File: src/rtl/random_stub_pairing_graph_sampler_macros.svh
// Assertion macros shared by the sampler. Each macro names the clock clk and
// the reset arst_n of the module that uses it.
`ifndef RANDOM_STUB_PAIRING_GRAPH_SAMPLER_MACROS_SVH
`define RANDOM_STUB_PAIRING_GRAPH_SAMPLER_MACROS_SVH
`ifndef ASSERT_OFF
`define RSPG_ASSERT(lbl, prop, msg) \
	lbl: assert property (@(posedge clk) disable iff (!arst_n) (prop)) else $error(msg);
`define RSPG_ASSERT_IMPL(lbl, ante, cons, msg) \
	lbl: assert property (@(posedge clk) disable iff (!arst_n) (ante) |-> (cons)) \
		else $error(msg);
`else
`define RSPG_ASSERT(lbl, prop, msg)
`define RSPG_ASSERT_IMPL(lbl, ante, cons, msg)
`endif
`endif

File: src/rtl/rspg_pkg.sv
`timescale 1ns / 1ps
package rspg_pkg;

	localparam int DEF_MAX_STUBS = 4096;
	localparam int DEF_MAX_NODES = 1024;

	localparam int REQ_TYPE_W = 2;
	localparam int DEGREE_W   = 13;
	localparam int RAND_W     = 32;
	localparam int STATUS_W   = 3;
	localparam int NODE_W     = 10;
	localparam int COUNT_W    = 13;

	// Request codes; every other code clears the store.
	localparam logic [REQ_TYPE_W-1:0] REQ_LOAD = 2'd0;
	localparam logic [REQ_TYPE_W-1:0] REQ_DRAW = 2'd1;

	typedef enum logic [STATUS_W-1:0] {
		ST_LOADED   = 3'd0,
		ST_EDGE     = 3'd1,
		ST_REJECT   = 3'd2,
		ST_EMPTY    = 3'd3,
		ST_ODD      = 3'd4,
		ST_OVERFLOW = 3'd5,
		ST_CLEARED  = 3'd6
	} status_t;

	typedef enum logic [1:0] {
		RD_P1   = 2'd0,
		RD_P2   = 2'd1,
		RD_TOP1 = 2'd2,
		RD_TOP2 = 2'd3
	} rd_sel_t;

	typedef struct packed {
		logic    capture;
		logic    mod_start;
		logic    load_step;
		logic    node_inc;
		logic    clear;
		logic    rd_en;
		rd_sel_t rd_sel;
		logic    cap_a;
		logic    cap_b;
		logic    wr_p1;
		logic    wr_p2;
		logic    shrink;
		logic    emit;
		status_t status;
	} cmd_t;

	typedef struct packed {
		logic node_full;
		logic live_zero;
		logic live_odd;
		logic load_done;
		logic load_short;
		logic mod_busy;
		logic pos_equal;
	} sts_t;

endpackage

File: src/rtl/rspg_ctrl.sv
`timescale 1ns / 1ps
// Sequencer for load, draw and clear requests.
module rspg_ctrl (
	input  logic                            clk,
	input  logic                            arst_n,
	input  logic                            req_valid,
	input  logic [rspg_pkg::REQ_TYPE_W-1:0] req_type,
	output logic                            req_ready,
	output logic                            rsp_valid,
	input  logic                            rsp_ready,
	input  rspg_pkg::sts_t                  sts,
	output rspg_pkg::cmd_t                  cmd
);
	typedef enum logic [3:0] {
		S_IDLE,
		S_LOAD,
		S_MOD,
		S_RD_B,
		S_RD_T1,
		S_WR_1,
		S_RD_T2,
		S_WR_2,
		S_EMIT
	} state_t;

	state_t            state_q, state_d;
	rspg_pkg::status_t status_q, status_d;
	logic              out_valid_q;
	logic              accept;

	assign req_ready = (state_q == S_IDLE);
	assign accept    = req_valid && req_ready;
	assign rsp_valid = out_valid_q;

	always_comb begin
		cmd        = '0;
		cmd.status = status_q;
		state_d    = state_q;
		status_d   = status_q;
		unique case (state_q)
			S_IDLE: begin
				if (accept) begin
					cmd.capture = 1'b1;
					unique case (req_type)
						rspg_pkg::REQ_LOAD: begin
							if (sts.node_full) begin
								status_d = rspg_pkg::ST_OVERFLOW;
								state_d  = S_EMIT;
							end else begin
								state_d = S_LOAD;
							end
						end
						rspg_pkg::REQ_DRAW: begin
							if (sts.live_zero) begin
								status_d = rspg_pkg::ST_EMPTY;
								state_d  = S_EMIT;
							end else if (sts.live_odd) begin
								status_d = rspg_pkg::ST_ODD;
								state_d  = S_EMIT;
							end else begin
								cmd.mod_start = 1'b1;
								state_d       = S_MOD;
							end
						end
						default: begin
							cmd.clear = 1'b1;
							status_d  = rspg_pkg::ST_CLEARED;
							state_d   = S_EMIT;
						end
					endcase
				end
			end
			S_LOAD: begin
				if (sts.load_done) begin
					cmd.node_inc = 1'b1;
					status_d = sts.load_short ? rspg_pkg::ST_OVERFLOW : rspg_pkg::ST_LOADED;
					state_d  = S_EMIT;
				end else begin
					cmd.load_step = 1'b1;
				end
			end
			S_MOD: begin
				if (!sts.mod_busy) begin
					if (sts.pos_equal) begin
						status_d = rspg_pkg::ST_REJECT;
						state_d  = S_EMIT;
					end else begin
						cmd.rd_en  = 1'b1;
						cmd.rd_sel = rspg_pkg::RD_P1;
						state_d    = S_RD_B;
					end
				end
			end
			S_RD_B: begin
				cmd.cap_a  = 1'b1;
				cmd.rd_en  = 1'b1;
				cmd.rd_sel = rspg_pkg::RD_P2;
				state_d    = S_RD_T1;
			end
			S_RD_T1: begin
				cmd.cap_b  = 1'b1;
				cmd.rd_en  = 1'b1;
				cmd.rd_sel = rspg_pkg::RD_TOP1;
				state_d    = S_WR_1;
			end
			S_WR_1: begin
				cmd.wr_p1 = 1'b1;
				state_d   = S_RD_T2;
			end
			S_RD_T2: begin
				cmd.rd_en  = 1'b1;
				cmd.rd_sel = rspg_pkg::RD_TOP2;
				state_d    = S_WR_2;
			end
			S_WR_2: begin
				cmd.wr_p2  = 1'b1;
				cmd.shrink = 1'b1;
				status_d   = rspg_pkg::ST_EDGE;
				state_d    = S_EMIT;
			end
			S_EMIT: begin
				if (!out_valid_q || rsp_ready) begin
					cmd.emit = 1'b1;
					state_d  = S_IDLE;
				end
			end
			default: state_d = S_IDLE;
		endcase
	end

	always_ff @(posedge clk or negedge arst_n) begin
		if (!arst_n) begin
			state_q     <= S_IDLE;
			status_q    <= rspg_pkg::ST_LOADED;
			out_valid_q <= 1'b0;
		end else begin
			state_q  <= state_d;
			status_q <= status_d;
			if (cmd.emit) begin
				out_valid_q <= 1'b1;
			end else if (rsp_ready) begin
				out_valid_q <= 1'b0;
			end
		end
	end
endmodule

File: config.mk
export PLATFORM = sky130hd
export DESIGN_NAME = rspg_ctrl
export DESIGN_NICKNAME = d
export VERILOG_FILES = /design/src/rtl/random_stub_pairing_graph_sampler_macros.svh /design/src/rtl/rspg_pkg.sv /design/src/rtl/rspg_ctrl.sv
export SDC_FILE = /design/constraint.sdc
export NUM_CORES = 1
export LEC_CHECK = 0
export BUFFER_PORTS_ARGS = -buffer_cell sky130_fd_sc_hd__buf_2
export CAP_MARGIN = 20
export CORE_MARGIN = 2
export CORE_UTILIZATION = 45
export DETAILED_ROUTE_END_ITERATION = 8
export PLACE_DENSITY = 0.88
export SLEW_MARGIN = 20
export SYNTH_ARGS = -nofsm -noshare
export SYNTH_HDL_FRONTEND = slang
export SYNTH_SLANG_ARGS = --single-unit
File: constraint.sdc
create_clock -name clk -period 1.9 [get_ports clk]
set_clock_uncertainty 0.1 [all_clocks]
set_input_delay 0.285 -clock clk [delete_from_list [all_inputs] [get_ports clk]]
set_output_delay 0.285 -clock clk [all_outputs]
set_load 0.005 [all_outputs]
==> flow_summary.yaml, run 1 <==
outcome:
  status: "completed"
worst_setup_path:
  cp_slowest_stage_delay_ns: 0.48
  critPathCaptureType: "output port"
  timing.rr.end: "status_q[1]$_DFFE_PN0P_"
  crit_start: "state_q[2]$_DFFE_PN0P_"
  required_ns: 1.51
  cp_max_fo: 11
  cp_num_buf_inv: 2
  worstSetupEndpoint: "cmd[12]"
  cpLargestDelayFamily: "flip-flops"
  critical_path.cell_chain: "nor4_4, buf_4, and3_1, buf_2"
  crit_slowest_cell: "dfrtp_2"
  cp.depth: 4
  path_class: "reg2out"
  crit_path_start_kind: "register"
  r2r_start: "state_q[2]$_DFFE_PN0P_"
  regToRegSetupSlack_ns: 0.13
  critPathArrivalTime_ns: 1.43
  rr_worst_depth: 5
logic_synthesis:
  syn-num-nets: 98
  yosys_warnings: 0
  synth_edf_count: 0
  syn_area_sq_um: 710.7
  synthAdderAreaFrac: 0
  synth_cells: 85
  ys_ff_latch: 8
  synth_top_area_frac: 0.2817
  yosys.area.top_type: "dfrtp_1"
  synth_ff_type: "dfrtp_1"
  synth_area_per_cell_sq_um: 8.361
  synthArstFlopShare: 1.000
  yosysMostFrequentCell: "nor2_1"
  synth_xor_area_frac: 0.01232
  yosysUniqueCellTypes: 34
  yosys.area_share.simple: 0.3715
  synth_mux_area_frac: 0.06162
  synth.area.top_cells: "dfrtp_1 28%, nor2_1 6.3%, mux2_1 4.8%, nand2b_1 4.4%, nor2b_1 4.4%"
  synth_top_family_by_area: "simple AND/OR/NAND/NOR gates"
  yosys-top-cells-count: "12 x nor2_1, 8 x dfrtp_1"
  seq_area_frac_synth: 0.2817
  synth_compound_area_frac: 0.2095
sta:
  fmax_mhz: 551.4
  min_period_over_period: 0.9546
  drv_slew: 0
  hold_violations: 0
  rsz0062_at_grt: "yes"
  setup_viol: 0
  period_minus_slack_ns: 1.814
  worst_slack_ns: 0.08634
  slew_headroom: 0.7472
  worst_slew_pin_slew_ns: 0.3782
placement:
  placed_cell_area_sq_um: 908.4
  pre_cts_ws_ns: 0.02461
  gp_congestion: 0.8455
  dp_hpwl_mm: 1.576
  port_buffers: 31
  dp.cells: 134
floorplan:
  top_level_ports: 32
  num_rows: 14
  core_area_sq_mm: 0.001489
  dieArea_sq_mm: 0.001913
  fp.dieH_microns: 43.74
  initial_core_util: 0.4773
  die_w_microns: 43.74
flow_run:
  maxCapViolCount: 0
detailed_routing:
  routed_via_density: 5.615
  wl_met3_microns: 110
  first_pass_iters: 4
  routed_wire_length_per_instance_microns: 14.19
  routed-wl-met2_mm: 1.097
  drc_errors: 0
  topRoutingLayerUsed: "met4"
  drtIter0Drc: 20
  vias: 803
  drtAntennaViolNets: 0
  drt-total-wl_mm: 2.029
  m1WireLength_microns: 790
clock_network:
  clk_pin_slew_ns: 0.05
  clkSinkCount: 8
  insertion_delay_ns: 0.25
  cts-root-buf: "clkbuf_4"
  clockBufferDepth: 2
  cts_tree: "done"
  numCtsBuffers: 3
  h-tree-depth: 1
power:
  p_sw_mw: 0.4248
  p_seq_frac: 0.283
  p_comb_frac: 0.595
  leakage_nw: 0.4871
  total_power_mw: 1.070
  p_int_mw: 0.6454
  peakVddDrop_mv: 0.6992
  pwr-share-clk: 0.122
  cellPowerDensity_mw_per_mm2: 1085
  swShare: 0.3970
worst_hold_path:
  hold_path_class: "in2reg"
  worstHoldStart: "sts[3]"
global_route:
  antenna_found_initial: 0
  track_usage: 0.2334
  grt_pass1_vias: 765
  grt_max_degree: 14
  grt_pass1_wl_mm: 3.305
  gr-total-overflow: 0
cells_and_area:
  nets: 142
  fillers: 122
  diodes: 0
  drive_gt1_frac: 0.4567
  seqCellArea_sq_um: 205.2
  synthToLayoutAreaGrowth_pct: 38.73
  multi_input_area_sq_um: 470.5
  fin_area_sq_um: 985.9
  stdcell_count: 143
  fin_util: 0.6622
==> state kept, by name (all words and copies together) (netlist names) <==
register,flops
rsp_valid,1
state_q,4
status_q,3
==> cells by family (layout without fill, tap and decap cells) <==
kind of cell              Yosys count  in the layout
muxes                               4              4
buffers and inverters               8             50
DFF                                 8              8
AOI/OAI and AO/OA                  20             20
and+or+nand+nor                    44             44
xor gates and xnor gates            1              1
==> how the worst min path moves through the flow <==
stage | end | slack [ns] | cells after the start
CTS | state_q[0]$_DFFE_PN0P_ | 0.15 | 2
floorplan | rsp_valid$_DFFE_PN0P_ | -0.11 | 0
global placement | status_q[0]$_DFFE_PN0P_ | 0.03 | 1
global route | state_q[0]$_DFFE_PN0P_ | 0.16 | 2
detailed placement | status_q[0]$_DFFE_PN0P_ | 0.03 | 1
finish | state_q[0]$_DFFE_PN0P_ | 0.16 | 2
==> power groups by stage <==
stage | Sequential, mW | Combinational, mW | Clock (mW)
floorplan | 0.274 | 0.387 | 0
global placement | 0.302 | 0.565 | 0
detailed placement | 0.306 | 0.590 | 0
CTS | 0.306 | 0.591 | 0.138
global route | 0.312 | 0.705 | 0.141
finish | 0.303 | 0.637 | 0.130
==> metrics by stage <==
step	setup TNS, ns	hold slack, ns
floorplan	0	-0.1106
global placement	0	0.02730
detailed placement	0	0.03187
CTS	0	0.1521
global route	-0.03867	0.1608
finish	0	0.1634
==> metal layers <==
| layer | track usage | up-vias |
|---|---|---|
| li1 | - | 394 |
| met1 | 0.2703 | 371 |
| met2 | 0.4118 | 34 |
| met3 | 0.03333 | 4 |
| met4 | 0.1212 | 0 |
| met5 | 0 | - |
==> timing repair <==
action	in CTS	in global routing
hold buffers	1	0
gates cloned	0	0
resized for setup	1	5
setup endpoints to repair	2	14
pin swaps	0	1
hold endpoints to repair	8	0
buffers inserted	0	5
==> area by class of cell <==
class / instances / share of cell area
Multi-Input combinational cell: 69 / 0.4772
Inverter: 2 / 0.007614
Timing Repair Buffer: 45 / 0.2640
Sequential cell: 8 / 0.2081
Tap cell: 16 / 0.02030
Clock buffer: 3 / 0.02284
==> cells in the final DEF (no fill, tap or decap), types with 2 or more instances in the layout <==
| cell type | count |
|---|---|
| dfrtp_2 | 4 |
| buf_2 | 31 |
| and3_1 | 3 |
| nand2b_1 | 5 |
| nor2_1 | 11 |
| mux2_1 | 3 |
| buf_4 | 12 |
| a221oi_1 | 2 |
| nor2b_1 | 4 |
| inv_1 | 2 |
| o21ai_0 | 5 |
| and2b_1 | 2 |
| clkbuf_4 | 3 |
| nor3_1 | 3 |
| nand2_1 | 5 |
| dfrtp_1 | 4 |
| nand3_1 | 2 |
| a21oi_1 | 4 |
Note: power is estimated with default switching activity, not from simulation.
==> run 2: changes to the inputs <==
CORE_MARGIN = 4   (was 2)
GPL_TIMING_DRIVEN = 0   (was unset)
==> flow_summary.yaml, run 2 (synthesis gave the netlist of run 1 again) <==
sta:
  min_period_over_period: 0.9542
  final.setup.tns_ns: 0
  setup_viol: 0
  worst_slew_pin_slew_ns: 0.3656
  drv_slew: 0
  hold_violations: 0
  period_minus_slack_ns: 1.813
  fin_hold_ws_ns: 0.1745
  slew_headroom: 0.7556
  worst_slack_ns: 0.08708
  fmax_mhz: 551.6
detailed_routing:
  first_pass_iters: 5
  drt-total-wl_mm: 1.956
  routed_wire_length_per_instance_microns: 14.38
  drtIter0Drc: 14
  vias: 786
  routed_via_density: 5.779
  drtAntennaViolNets: 0
  drc_errors: 0
power:
  peakVddDrop_mv: 0.7116
  cellPowerDensity_mw_per_mm2: 1068
  total_power_mw: 1.014
  leakage_nw: 0.4600
worst_setup_path:
  required_ns: 1.51
  critPathCaptureType: "output port"
  critPathArrivalTime_ns: 1.43
  cp_max_fo: 10
  path_class: "reg2out"
  crit_path_start_kind: "register"
global_route:
  antenna_found_initial: 0
  busiest_layer: "met2"
  grt.met1_usage: 0.2460
  track_usage: 0.2014
  grt_max_degree: 11
  grt_pass1_wl_mm: 3.201
  met2_usage: 0.3536
  grt_pass1_vias: 743
  grt_use_met3: 0.06391
  gr-total-overflow: 0
cells_and_area:
  final_common_cell: "buf_2"
  fillers: 126
  diodes: 0
  fin_util: 0.6304
  largest_register_ffs: 4
  nets: 135
  largest_register: "state_q"
  synthToLayoutAreaGrowth_pct: 33.63
  final_cell_mix: "32 x buf_2, 10 x nor2_1, 6 x dfrtp_1"
  stdcell_count: 136
  drive_gt1_frac: 0.4333
  fin_area_sq_um: 949.7
placement:
  placed_cell_area_sq_um: 885.9
  pre_cts_ws_ns: 0.06726
  dp.cells: 132
  gp_congestion: 0.8358
  dp_hpwl_mm: 1.539
  port_buffers: 31
flow_run:
  maxCapViolCount: 0
clock_network:
  cts_tree: "done"
  clockBufferDepth: 2
  cts_setup_buffers: 0
  numCtsBuffers: 3
  clk_pin_slew_ns: 0.06
  cts-root-buf: "clkbuf_4"
  insertion_delay_ns: 0.26
  h-tree-depth: 1
  clkSinkCount: 8
floorplan:
  die_w_microns: 47.74
  num_rows: 14
  fp.dieH_microns: 47.74
  initial_core_util: 0.4718
  top_level_ports: 32
  core_area_sq_mm: 0.001506
  dieArea_sq_mm: 0.002279
outcome:
  status: "completed"
worst_hold_path:
  hold_path_class: "in2reg"
[run 2: cell types whose count changed in the layout (fill, tap and decap cells not counted), sizes merged]
| cell | delta |
|---|---|
| clkbuf | -1 |
| buf | -6 |
[run 2: timing repair]
action | CTS | global route
endpoints found under the setup margin | 2 | 7
hold endpoints to repair | 8 | 0
gates resized for setup | 1 | 11
hold buffers | 1 | 0
[run 2: final timing paths]
| kind | cells after the start | slack, ns | endpoint | start |
|---|---|---|---|---|
| min in group asynchronous | 2 | 0.30 | status_q[2]$_DFFE_PN0P_ | arst_n |
| worst max-delay path | 5 | 0.09 | cmd[5] | state_q[2]$_DFFE_PN0P_ |
| max in group asynchronous | 2 | 1.22 | state_q[1]$_DFFE_PN0P_ | arst_n |
| worst min-delay path | 2 | 0.17 | state_q[0]$_DFFE_PN0P_ | sts[3] |
| worst min register to register | 1 | 0.40 | status_q[0]$_DFFE_PN0P_ | status_q[0]$_DFFE_PN0P_ |
| worst max register to register | 5 | 0.11 | status_q[1]$_DFFE_PN0P_ | state_q[0]$_DFFE_PN0P_ |
[run 2: layout make-up]
type / instances / area (sq um) / share of cell area
well taps: 16 / 20.02 / 0.02108
plain buffers: 6 / 42.54 / 0.04480
repair buffers: 32 / 165.2 / 0.1739
multi-input cells: 69 / 489.2 / 0.5152
inverters: 2 / 7.507 / 0.007905
clock buffers: 3 / 22.52 / 0.02372
flip-flops and latches: 8 / 202.7 / 0.2134
[run 2: where the power goes]
group / internal, mW / switching, mW
clock network: 0.0722 / 0.0570
logic: 0.291 / 0.321
registers: 0.233 / 0.0407
[run 2: critical path, stage by stage, from the launching register on]
cell      delay (ns)
dfrtp_2         0.44
buf_4           0.19
nand2b_1        0.21
nor2_1          0.09
buf_4           0.13
buf_2           0.11
[run 2: per-layer routing]
layer  vias up  share of wire
met5         -              0
met4         0         0.0020
met3         2          0.071
met2        32           0.50
met1       375           0.43
li1        377              -
